$ cat src/hdl/mcg_pkg.sv
// shared types and constants for the motor current guard
package mcg_pkg;

    localparam int CFG_IDX_W  = 3;
    localparam int CFG_DATA_W = 15;
    localparam int IN_DATA_W  = 48;
    localparam int OUT_DATA_W = 88;
    localparam int QUO_W      = 15;
    localparam int NUM_W      = 30;
    localparam int DIV_CNT_W  = 4;

    localparam logic [QUO_W-1:0] PERMILLE_MAX = 15'd1000;

    typedef enum logic [CFG_IDX_W-1:0] {
        REG_STALL_CURRENT  = 3'd0,
        REG_SOFT_LIMIT     = 3'd1,
        REG_DEBOUNCE       = 3'd2,
        REG_OBSERVE_ONLY   = 3'd3,
        REG_SOFT_LIMIT_ON  = 3'd4,
        REG_ENABLE_MASK    = 3'd5
    } mcg_reg_t;

    typedef enum logic [2:0] {
        ST_IDLE,
        ST_EVAL,
        ST_START,
        ST_DIV,
        ST_DONE
    } mcg_state_t;

    typedef struct packed {
        logic busy;
        logic done;
    } mcg_div_stat_t;

endpackage

$ cat src/hdl/mcg_divider.sv
// restoring divider, one quotient bit per cycle
module mcg_divider (
    input  logic                          aclk,
    input  logic                          aresetn,
    input  logic                          start,
    input  logic [mcg_pkg::NUM_W-1:0]     numerator,
    input  logic [mcg_pkg::QUO_W-1:0]     divisor,
    output logic [mcg_pkg::QUO_W-1:0]     quotient,
    output mcg_pkg::mcg_div_stat_t        stat
);

    logic [mcg_pkg::QUO_W-1:0]     rem_reg, rem_next;
    logic [mcg_pkg::QUO_W-1:0]     nq_reg, nq_next;
    logic [mcg_pkg::QUO_W-1:0]     den_reg;
    logic [mcg_pkg::DIV_CNT_W-1:0] cnt_reg, cnt_next;
    logic                          busy_reg, busy_next;
    logic                          done_reg, done_next;
    logic [mcg_pkg::QUO_W:0]       trial;
    logic [mcg_pkg::QUO_W+1:0]     diff;
    logic                          qbit;

    // partial remainder held in 15 bits; it stays below the divisor only if the numerator's upper half starts below it
    always_comb begin
        trial = {rem_reg, nq_reg[mcg_pkg::QUO_W-1]};
        diff  = {1'b0, trial} - {2'b00, den_reg};
        qbit  = ~diff[mcg_pkg::QUO_W+1];
    end

    always_comb begin
        rem_next  = rem_reg;
        nq_next   = nq_reg;
        cnt_next  = cnt_reg;
        busy_next = busy_reg;
        done_next = 1'b0;
        if (start) begin
            rem_next  = numerator[mcg_pkg::NUM_W-1:mcg_pkg::QUO_W];
            nq_next   = numerator[mcg_pkg::QUO_W-1:0];
            cnt_next  = '0;
            busy_next = 1'b1;
        end else if (busy_reg) begin
            rem_next = qbit ? diff[mcg_pkg::QUO_W-1:0] : trial[mcg_pkg::QUO_W-1:0];
            nq_next  = {nq_reg[mcg_pkg::QUO_W-2:0], qbit};
            cnt_next = cnt_reg + 1'b1;
            if (cnt_reg == mcg_pkg::DIV_CNT_W'(mcg_pkg::QUO_W - 1)) begin
                busy_next = 1'b0;
                done_next = 1'b1;
            end
        end
    end

    always_ff @(posedge aclk) begin
        if (!aresetn) begin
            busy_reg <= 1'b0;
            done_reg <= 1'b0;
            cnt_reg  <= '0;
        end else begin
            busy_reg <= busy_next;
            done_reg <= done_next;
            cnt_reg  <= cnt_next;
        end
    end

    always_ff @(posedge aclk) begin
        rem_reg <= rem_next;
        nq_reg  <= nq_next;
        if (start) begin
            den_reg <= divisor;
        end
    end

    assign quotient  = nq_reg;
    assign stat.busy = busy_reg;
    assign stat.done = done_reg;

endmodule

$ cat src/hdl/motor_current_guard.sv
// top level of the motor current guard: sequencer, per-motor counters and output register
//
// One transfer in gives one transfer out. An accepted item passes through the evaluate and done
// states when the drive is not scaled; when soft limiting scales it, the evaluate state runs a
// 16x15 multiply and the start and divide states then run a shared restoring divider, one
// quotient bit per cycle. The result sits in an output register, so a new item is taken while
// an earlier result waits on m_tready. Per-motor state is cleared by reset.
module motor_current_guard #(
    parameter int MOTORS = 4
) (
    input  logic                               aclk,
    input  logic                               aresetn,
    input  logic                               cfg_wr_en,
    input  logic [mcg_pkg::CFG_IDX_W-1:0]      cfg_index,
    input  logic [mcg_pkg::CFG_DATA_W-1:0]     cfg_wdata,
    input  logic                               s_tvalid,
    output logic                               s_tready,
    // motor_index, request, measured_ma, sensor_valid, valid_mask, zero pad
    input  logic [mcg_pkg::IN_DATA_W-1:0]      s_tdata,
    output logic                               m_tvalid,
    input  logic                               m_tready,
    // drive, was_limited, reading_valid, over_stall, soft_would_apply,
    // fault hit, over_stall_total, fault_total, zero pad
    output logic [mcg_pkg::OUT_DATA_W-1:0]     m_tdata
);

    localparam int IDX_W = (MOTORS > 1) ? $clog2(MOTORS) : 1;

    // configuration
    logic [14:0] stall_reg;
    logic [14:0] soft_limit_reg;
    logic [7:0]  debounce_reg;
    logic        observe_reg;
    logic        soft_on_reg;
    logic [7:0]  enable_reg;

    // accepted item
    logic [2:0]  motor_reg;
    logic [15:0] req_reg;
    logic [15:0] meas_reg;
    logic        sensor_reg;
    logic [7:0]  vmask_reg;

    // per-motor state
    logic [7:0]  deb_mem  [MOTORS];
    logic [31:0] os_mem   [MOTORS];
    logic [31:0] fc_mem   [MOTORS];

    // evaluated result
    logic [15:0] applied_reg;
    logic        limited_reg;
    logic        rvalid_reg;
    logic        over_reg;
    logic        soft_reg;
    logic        fault_reg;
    logic [31:0] os_tot_reg;
    logic [31:0] fc_tot_reg;
    logic [29:0] prod_reg;
    logic [14:0] den_reg;

    logic                          m_tvalid_reg, m_tvalid_next;
    logic [mcg_pkg::OUT_DATA_W-1:0] m_tdata_reg;

    mcg_pkg::mcg_state_t state_reg, state_next;

    // control
    logic in_accept;
    logic eval_en;
    logic div_start;
    logic load_out;

    // evaluation
    logic [IDX_W-1:0] idx;
    logic             in_range;
    logic             en_bit;
    logic             active;
    logic             over;
    logic             soft_hit;
    logic             fault;
    logic             limit_go;
    logic [7:0]       deb_cur;
    logic [7:0]       deb_new;
    logic [31:0]      os_new;
    logic [31:0]      fc_new;
    logic [15:0]      mag_req;
    logic [30:0]      prod_full;
    logic [15:0]      applied_pass;

    // divider
    logic [mcg_pkg::QUO_W-1:0] quo;
    logic [mcg_pkg::QUO_W-1:0] quo_clamped;
    logic [15:0]               applied_div;
    logic [15:0]               applied_final;
    mcg_pkg::mcg_div_stat_t    div_stat;

    // configuration writes
    always_ff @(posedge aclk) begin
        if (!aresetn) begin
            stall_reg      <= '0;
            soft_limit_reg <= '0;
            debounce_reg   <= '0;
            observe_reg    <= 1'b1;
            soft_on_reg    <= 1'b0;
            enable_reg     <= '0;
        end else if (cfg_wr_en) begin
            case (cfg_index)
                mcg_pkg::REG_STALL_CURRENT: stall_reg      <= cfg_wdata;
                mcg_pkg::REG_SOFT_LIMIT:    soft_limit_reg <= cfg_wdata;
                mcg_pkg::REG_DEBOUNCE:      debounce_reg   <= cfg_wdata[7:0];
                mcg_pkg::REG_OBSERVE_ONLY:  observe_reg    <= cfg_wdata[0];
                mcg_pkg::REG_SOFT_LIMIT_ON: soft_on_reg    <= cfg_wdata[0];
                mcg_pkg::REG_ENABLE_MASK:   enable_reg     <= cfg_wdata[7:0];
                default: ;
            endcase
        end
    end

    // sequencer: next state
    always_comb begin
        state_next = state_reg;
        case (state_reg)
            mcg_pkg::ST_IDLE:  if (s_tvalid) state_next = mcg_pkg::ST_EVAL;
            mcg_pkg::ST_EVAL:  state_next = limit_go ? mcg_pkg::ST_START : mcg_pkg::ST_DONE;
            mcg_pkg::ST_START: state_next = mcg_pkg::ST_DIV;
            mcg_pkg::ST_DIV:   if (div_stat.done) state_next = mcg_pkg::ST_DONE;
            mcg_pkg::ST_DONE:  if (!m_tvalid_reg || m_tready) state_next = mcg_pkg::ST_IDLE;
            default:           state_next = mcg_pkg::ST_IDLE;
        endcase
    end

    // sequencer: outputs
    always_comb begin
        s_tready  = 1'b0;
        eval_en   = 1'b0;
        div_start = 1'b0;
        load_out  = 1'b0;
        case (state_reg)
            mcg_pkg::ST_IDLE:  s_tready  = aresetn;
            mcg_pkg::ST_EVAL:  eval_en   = 1'b1;
            mcg_pkg::ST_START: div_start = 1'b1;
            mcg_pkg::ST_DIV:   ;
            mcg_pkg::ST_DONE:  load_out  = ~m_tvalid_reg | m_tready;
            default:           ;
        endcase
    end

    assign in_accept = s_tvalid & s_tready;

    always_ff @(posedge aclk) begin
        if (!aresetn) begin
            state_reg    <= mcg_pkg::ST_IDLE;
            m_tvalid_reg <= 1'b0;
        end else begin
            state_reg    <= state_next;
            m_tvalid_reg <= m_tvalid_next;
        end
    end

    always_ff @(posedge aclk) begin
        if (in_accept) begin
            motor_reg  <= s_tdata[2:0];
            req_reg    <= s_tdata[18:3];
            meas_reg   <= s_tdata[34:19];
            sensor_reg <= s_tdata[35];
            vmask_reg  <= s_tdata[43:36];
        end
    end

    // evaluation of one item
    always_comb begin
        idx      = motor_reg[IDX_W-1:0];
        in_range = {1'b0, motor_reg} < 4'(MOTORS);
        en_bit   = enable_reg[motor_reg];
        active   = in_range & en_bit & sensor_reg & vmask_reg[motor_reg];
        deb_cur  = deb_mem[idx];

        over = active & ($signed({meas_reg[15], meas_reg}) > $signed({2'b00, stall_reg}));
        soft_hit = active & (soft_limit_reg != '0) & (req_reg != '0)
                 & ($signed({meas_reg[15], meas_reg}) > $signed({2'b00, soft_limit_reg}));

        if (over) begin
            deb_new = (deb_cur < debounce_reg) ? deb_cur + 8'd1 : deb_cur;
        end else begin
            deb_new = 8'd0;
        end
        fault    = over & (deb_new >= debounce_reg);
        limit_go = soft_hit & ~observe_reg & soft_on_reg;

        os_new = os_mem[idx] + {31'd0, over};
        fc_new = fc_mem[idx] + {31'd0, fault};

        mag_req      = req_reg[15] ? (~req_reg + 16'd1) : req_reg;
        prod_full    = {15'd0, mag_req} * {16'd0, soft_limit_reg};
        applied_pass = (in_range & en_bit) ? req_reg : 16'd0;
    end

    always_ff @(posedge aclk) begin
        if (!aresetn) begin
            for (int i = 0; i < MOTORS; i++) begin
                deb_mem[i] <= '0;
                os_mem[i]  <= '0;
                fc_mem[i]  <= '0;
            end
        end else if (eval_en && active) begin
            deb_mem[idx] <= deb_new;
            os_mem[idx]  <= os_new;
            fc_mem[idx]  <= fc_new;
        end
    end

    always_ff @(posedge aclk) begin
        if (eval_en) begin
            applied_reg <= applied_pass;
            limited_reg <= limit_go;
            rvalid_reg  <= active;
            over_reg    <= over;
            soft_reg    <= soft_hit;
            fault_reg   <= fault;
            os_tot_reg  <= in_range ? os_new : 32'd0;
            fc_tot_reg  <= in_range ? fc_new : 32'd0;
            prod_reg    <= prod_full[29:0];
            den_reg     <= meas_reg[14:0];
        end
    end

    mcg_divider u_div (
        .aclk      (aclk),
        .aresetn   (aresetn),
        .start     (div_start),
        .numerator (prod_reg),
        .divisor   (den_reg),
        .quotient  (quo),
        .stat      (div_stat)
    );

    // clamp the quotient, restore the sign of the request and select the scaled or passed drive
    always_comb begin
        quo_clamped   = (quo > mcg_pkg::PERMILLE_MAX) ? mcg_pkg::PERMILLE_MAX : quo;
        applied_div   = req_reg[15] ? (~{1'b0, quo_clamped} + 16'd1) : {1'b0, quo_clamped};
        applied_final = limited_reg ? applied_div : applied_reg;
    end

    always_comb begin
        m_tvalid_next = m_tvalid_reg;
        if (load_out) begin
            m_tvalid_next = 1'b1;
        end else if (m_tready) begin
            m_tvalid_next = 1'b0;
        end
    end

    always_ff @(posedge aclk) begin
        if (load_out) begin
            m_tdata_reg <= {3'd0, fc_tot_reg, os_tot_reg, fault_reg, soft_reg, over_reg,
                            rvalid_reg, limited_reg, applied_final};
        end
    end

    assign m_tvalid = m_tvalid_reg;
    assign m_tdata  = m_tdata_reg;

    // a new transfer is taken only from the idle state
    a_one_at_a_time: assert property (@(posedge aclk) disable iff (!aresetn)
        in_accept |=> !s_tready)
        else $error("item accepted while one is in progress");

    // divider runs only while the sequencer waits on it
    a_div_owned: assert property (@(posedge aclk) disable iff (!aresetn)
        div_stat.busy |-> state_reg == mcg_pkg::ST_DIV)
        else $error("divider busy outside the divide state");

    // scaled drive always within the permille range
    a_limited_range: assert property (@(posedge aclk) disable iff (!aresetn)
        (m_tvalid && m_tdata[16]) |->
            ($signed(m_tdata[15:0]) <= 16'sd1000 && $signed(m_tdata[15:0]) >= -16'sd1000))
        else $error("scaled drive outside range");

    // flags only on a valid reading
    a_flags_need_valid: assert property (@(posedge aclk) disable iff (!aresetn)
        (m_tvalid && !m_tdata[17]) |-> (m_tdata[20:18] == 3'b000 && !m_tdata[16]))
        else $error("flag raised without a valid reading");

endmodule

$ cat config.mk
export PLATFORM = sky130hd
export DESIGN_NAME = motor_current_guard
export DESIGN_NICKNAME = d
export VERILOG_FILES = /design/src/hdl/mcg_pkg.sv /design/src/hdl/mcg_divider.sv /design/src/hdl/motor_current_guard.sv
export SDC_FILE = /design/constraint.sdc
export NUM_CORES = 2
export LEC_CHECK = 0
export BUFFER_PORTS_ARGS = -buffer_cell sky130_fd_sc_hd__clkbuf_2
export CAP_MARGIN = 0
export CORE_ASPECT_RATIO = 0.8
export CORE_UTILIZATION = 56
export DETAILED_ROUTE_END_ITERATION = 8
export MAX_ROUTING_LAYER = met4
export PLACE_DENSITY = 0.86
export SYNTH_ARGS = -nofsm -noshare
export SYNTH_HDL_FRONTEND = slang
export SYNTH_SLANG_ARGS = --single-unit
$ cat constraint.sdc
create_clock -name aclk -period 8.5 [get_ports aclk]
set_clock_uncertainty 0.1 [all_clocks]
set_input_delay 0 -clock aclk [delete_from_list [all_inputs] [get_ports aclk]]
set_output_delay 0 -clock aclk [all_outputs]
set_load 0.03 [all_outputs]
Word level (Yosys, flattened, before mapping):

Memory sizes are Yosys's and may differ from the RTL's. A register that Yosys moved wholly into a read port is not among the register bits.
Index checks and enable logic that the tools add are counted.

* register bits after elaboration: 362
* memory bits (writable): 288
* memories: 3

Memory list
* fc_mem: depth 4, width 32, rd ports 1, clocked after memory_dff 1, write ports 4, line motor_current_guard.sv:47 `logic [31:0] fc_mem [MOTORS];`
* os_mem: depth 4, width 32, rd ports 1, clocked after memory_dff 1, write ports 4, line motor_current_guard.sv:46 `logic [31:0] os_mem [MOTORS];`
* deb_mem: depth 4, width 8, rd ports 1, clocked after memory_dff 1, write ports 4, line motor_current_guard.sv:45 `logic [7:0] deb_mem [MOTORS];`

* add/sub/neg operators: 7
* $mul: 1
* $lt $le $gt $ge: 7
* equal/unequal tests: 13
* mux-type cells: 46
* bitwise logic cells: 19
* reductions and logical operators: 21

Operators by type and width (number)
* $mux W15: 6
* $add A32 B1 Y32: 2
* $mux W32: 2
* $reduce_or A32 Y1: 2
* $mux W16: 3
* $add A16 B1 Y16 const B: 2
* $gt A16 B16 Y1: 2
* $mul A16 B15 Y30: 1
* $mux W8: 3
* $mux W1: 19
* $sub A16 B15 Y17: 1
* $not A15 Y16: 1
* $not A16 Y16: 1
* $reduce_bool A16 Y1: 1
* $gt A15 B10 Y1 const B: 1
* $pmux W3 S5: 1
* $reduce_bool A15 Y1: 1
* $eq A3 B2 Y1 const B: 4
* $mux W2: 6
* $mux W3: 4
* $reduce_and A2 Y1: 6
* $and A1 B1 Y1: 11
* $eq A3 B3 Y1 const B: 3
* $add A8 B1 Y8 const B: 1
* other kinds (21): 30

Longest topological paths before layout:

* depth after elaboration: 12
* mapped depth: 31
* depth with buffers taken out: 27

Modules after synthesis:

From an unflattened synthesis, not the netlist that was laid out.

* cell total of the unflattened synthesis: 2973
* area total of the unflattened synthesis: 35775.6 um2

Modules (own cells, without submodules)
* motor_current_guard: instances 1, cells an instance 2710, area each 32712.6 um2
* mcg_divider: instances 1, cells an instance 263, area each 3062.9 um2

Least setup slack after synthesis:

Ideal clock, no wire load.

* path kind: register -> register
* from: register state_reg[1]
* to: memory deb_mem[3][0] (enable)
* library setup time: 434 ps
* arrival: 8200 ps
* required time: 7966 ps
* setup slack: -235 ps
* stages on the path, launching flop included: 4
* period minus slack after synthesis: 8735 ps
* cells stage by stage: dfxtp_1 -> clkbuf_1 -> nor2_1 -> a41o_1

RTL lines
* start: declaration: line motor_current_guard.sv:64 `mcg_pkg::mcg_state_t state_reg, state_next;`
* start signal: assignment: line motor_current_guard.sv:151 `state_reg <= mcg_pkg::ST_IDLE;`
* start signal: assignment: line motor_current_guard.sv:154 `state_reg <= state_next;`
* end: declaration: line motor_current_guard.sv:45

Worst setup path after layout:

* from: register req_reg[0]
* to: register prod_reg[28] (data pin)

* word-level cells in the longest chain between the ends: 4

Ends and longest elaborated chain
* start: declaration: line motor_current_guard.sv:39 `logic [15:0] req_reg;`
* start signal: assignment: line motor_current_guard.sv:162 `req_reg <= s_tdata[18:3];`
* $not A16 Y16: line motor_current_guard.sv:192 `mag_req = req_reg[15] ? (~req_reg + 16'd1) : req_reg;`
* $add A16 B1 Y16: line motor_current_guard.sv:192
* $mux W16 (*): line motor_current_guard.sv:192
* $mul A16 B15 Y30 (*): line motor_current_guard.sv:193 `prod_full = {15'd0, mag_req} * {16'd0, soft_limit_reg};`
* net prod_full[28]: line motor_current_guard.sv:86 `logic [30:0] prod_full;`
* end signal: assignment: line motor_current_guard.sv:221 `prod_reg <= prod_full[29:0];`
* end: declaration: line motor_current_guard.sv:58 `logic [29:0] prod_reg;`

The timed path passes the listed nets; every way through them passes the cells marked *.
A chain may end at the register's enable or synchronous reset.

==> run summary <==
status - complete, no violations
post-synthesis cell type count - 81
CTS Buf Count - 59
Clk pwr share - 0.393
maximum vdd drop - 0.165 mV
final instance area - 40400 um2
IO Count - 161
critical path arrival - 8510 ps
grt ovf - 0
commonest non-fill, non-tap cell in the layout - edfxtp_1
layout cell share with drive strength beyond 1 - 0.126
Final Util - 0.643
largest net degree at the start of global routing - 84
Lkg Pwr - 16.2 nW
sequential power share - 0.510
routed wire length per instance - 22.1 um
Primary FF master, synth - edfxtp_1
gr usage total - 0.290
Top delay family on crit path - adder cells
slowest stage delay, CP - 780 ps
RD Place Congestion - 1.02
most frequent cells in the layout - edfxtp_1, nor2_1, nand2_1
YS warnings - 0
final worst slack - 378 ps
r2r endpoint - prod_reg[28]$_DFFE_PN_
insertion delay to the later sink of the worst-skew pair - 640 ps
crit start category - flop
final hold violation count - 0
internal power - 5.40 mW
Min-Delay Path Depth - 2
Final Slew Violations - 0
max_cap viols - 0
via/cell ratio - 5.89
global-route wire length before repair - 138 mm
Cell Area, Placed - 37300 um2
Die ar. - 64600 um2
worst-margin pin slew - 1160 ps
vias in the first global route - 24.1k
CTS root buf - clkbuf_16
Hold Crit Endpoint - meas_reg[15]$_DFFE_PP_
violation count after the first detailed-routing iteration - 2656
Worst EP required - 8890 ps
drt total wl - 90.7 mm
Critical Path, Cell by Cell - inv_1 -> ha_1 -> nand2_1 -> nand2_1 -> xnor2_2 -> nand2_1 -> fa_1 -> fa_1 -> fa_1 -> fa_1 -> inv_1 -> fa_1 -> inv_1 -> fa_1 -> inv_1 -> ha_1 -> nand2_1 -> nor4_1 -> a21oi_1 -> a221oi_1 -> a211o_1 -> or4b_2 -> o211ai_1
cell count after synthesis - 2979
crit path max fanout - 15
Non-Filler Instances - 4112
Slowest-stage cell, CP - xnor2_2
Hold WC Path Type - in -> reg
routed via count - 24.2k
# clock sinks - 644
Period minus WS final - 8120 ps
Mapped Avg Cell Area - 12.0 um2
synthesis-to-layout area growth - 13.4%
Post-route DRC - 0
cell mode on critical path - fa_1
PwrDens - 176 nW/um2
Max Buffers Root-to-Sink - 3
CP Launch Point - req_reg[0]$_DFFE_PP_
RR Startpoint - req_reg[0]$_DFFE_PP_
placeable core area - 62800 um2
Die W - 284 um
final setup fails - 0
HP Start - s_tdata[34]
R2R cell count - 23
DR pass1 iterations - 6
Final Cycle Share - 0.956
Post-synth EDFFs - 588
Port Buffers - 149
CTS tree - yes
slew margin rel. - 0.225
setup TNS - 0 ps
Synth Register Bits - 644
Initial Utilization - 0.567
initial antenna violation count - 3
unrepaired setup endpoints after global routing - false
Cell Area, Synth - 35600 um2
Antenna Violating Nets Remaining - 0
kind of end point of the critical path - flop
Placement Rows - 82
Async S/R FF share, synth - 0
Net Sw Power - 1.71 mW
Hold WS - 55.9 ps
placed insts - 3902
f_max - 0.123 GHz
CP Class - reg -> reg
hpwl dp - 60.3 mm
nets - 3632
clock slew at reported path FFs - 70 ps
CTS H-Tree Depth - 2
setup slack, reg-to-reg - 380 ps
sw frac - 0.240
CP Buf/Inv Count - 4
logic gate share of total power - 0.097
Chip Height - 228 um
total power - 7.11 mW
dpl ws - 261 ps
post-synthesis sequential area ratio - 0.527
## worst register-to-register path, delay by kind of cell (launching register included)
kind	cells	cell delay, ps
compound gates	4	980
simple gates	6	1540
buf+inv	4	370
fa+ha+maj	8	3730
xor+xnor	1	780
flops	1	480
## cells in the mapped netlist (53+ instances only)
cell type | number | area share
a21oi_1 | 90 | 0.013
and2_1 | 71 | 0.012
clkbuf_1 | 82 | 0.0086
dfxtp_1 | 56 | 0.031
edfxtp_1 | 588 | 0.50
fa_1 | 180 | 0.10
ha_1 | 160 | 0.056
inv_1 | 291 | 0.031
mux4_2 | 69 | 0.044
nand2_1 | 295 | 0.031
nor2_1 | 520 | 0.055
nor3_1 | 59 | 0.0083
xnor2_1 | 77 | 0.019
xor2_1 | 53 | 0.013
## per-layer routing
metal,track usage,part of all wire
met5,-,0
met4,0.0832,0.026
met3,0.0941,0.13
met2,0.432,0.45
met1,0.382,0.39
## what timing repair did
item | 4_1_cts | 5_1_grt
setup endpoints to repair | 0 | 2
hold endpoints to repair | 95 | 0
buffers inserted | 0 | 0
hold buffers | 98 | 0
gates resized for setup | 0 | 8
## power by group through the flow
| stage | logic, mW | registers, mW | clock network, mW |
|---|---|---|---|
| 6_report | 0.689 | 3.63 | 2.79 |
| 5_1_grt | 0.743 | 3.64 | 2.94 |
| 4_1_cts | 0.676 | 3.62 | 2.82 |
| 3_5_place_dp | 0.629 | 3.69 | 0 |
| 3_3_place_gp | 0.611 | 3.68 | 0 |
| 2_1_floorplan | 0.430 | 3.68 | 0 |
## cell type report
class	count	area, um2
Antenna cell	1	2.50
Clock buffer	73	1600
Clock inverter	38	447
Fill cell	4432	22400
Inverter	294	1100
Multi-Input combinational cell	1922	15300
Sequential cell	644	18800
Tap cell	840	1050
Timing Repair Buffer	300	2120
## worst max path at each step
stage | end | slack, ps | cells past startpoint
floorplan | prod_reg[28]$_DFFE_PN_ | 860 | 25
global placement | prod_reg[28]$_DFFE_PN_ | 480 | 25
detailed placement | prod_reg[28]$_DFFE_PN_ | 260 | 25
CTS | prod_reg[28]$_DFFE_PN_ | 210 | 25
global route | prod_reg[28]$_DFFE_PN_ | 6 | 25
finish | prod_reg[28]$_DFFE_PN_ | 380 | 23
## logic make-up (layout without fill, tap and decap cells)
family	count (synthesis)	in the layout	share of synthesized area
compound gates	230	230	0.0410
flops	644	644	0.527
mux	107	107	0.0563
buf+inv	415	705	0.0470
simple gates	1111	1111	0.139
xor+xnor	131	131	0.0324
fa+ha+maj	340	340	0.157
other cells	1	4	0.000105
Power figures use the tool's default switching activity.
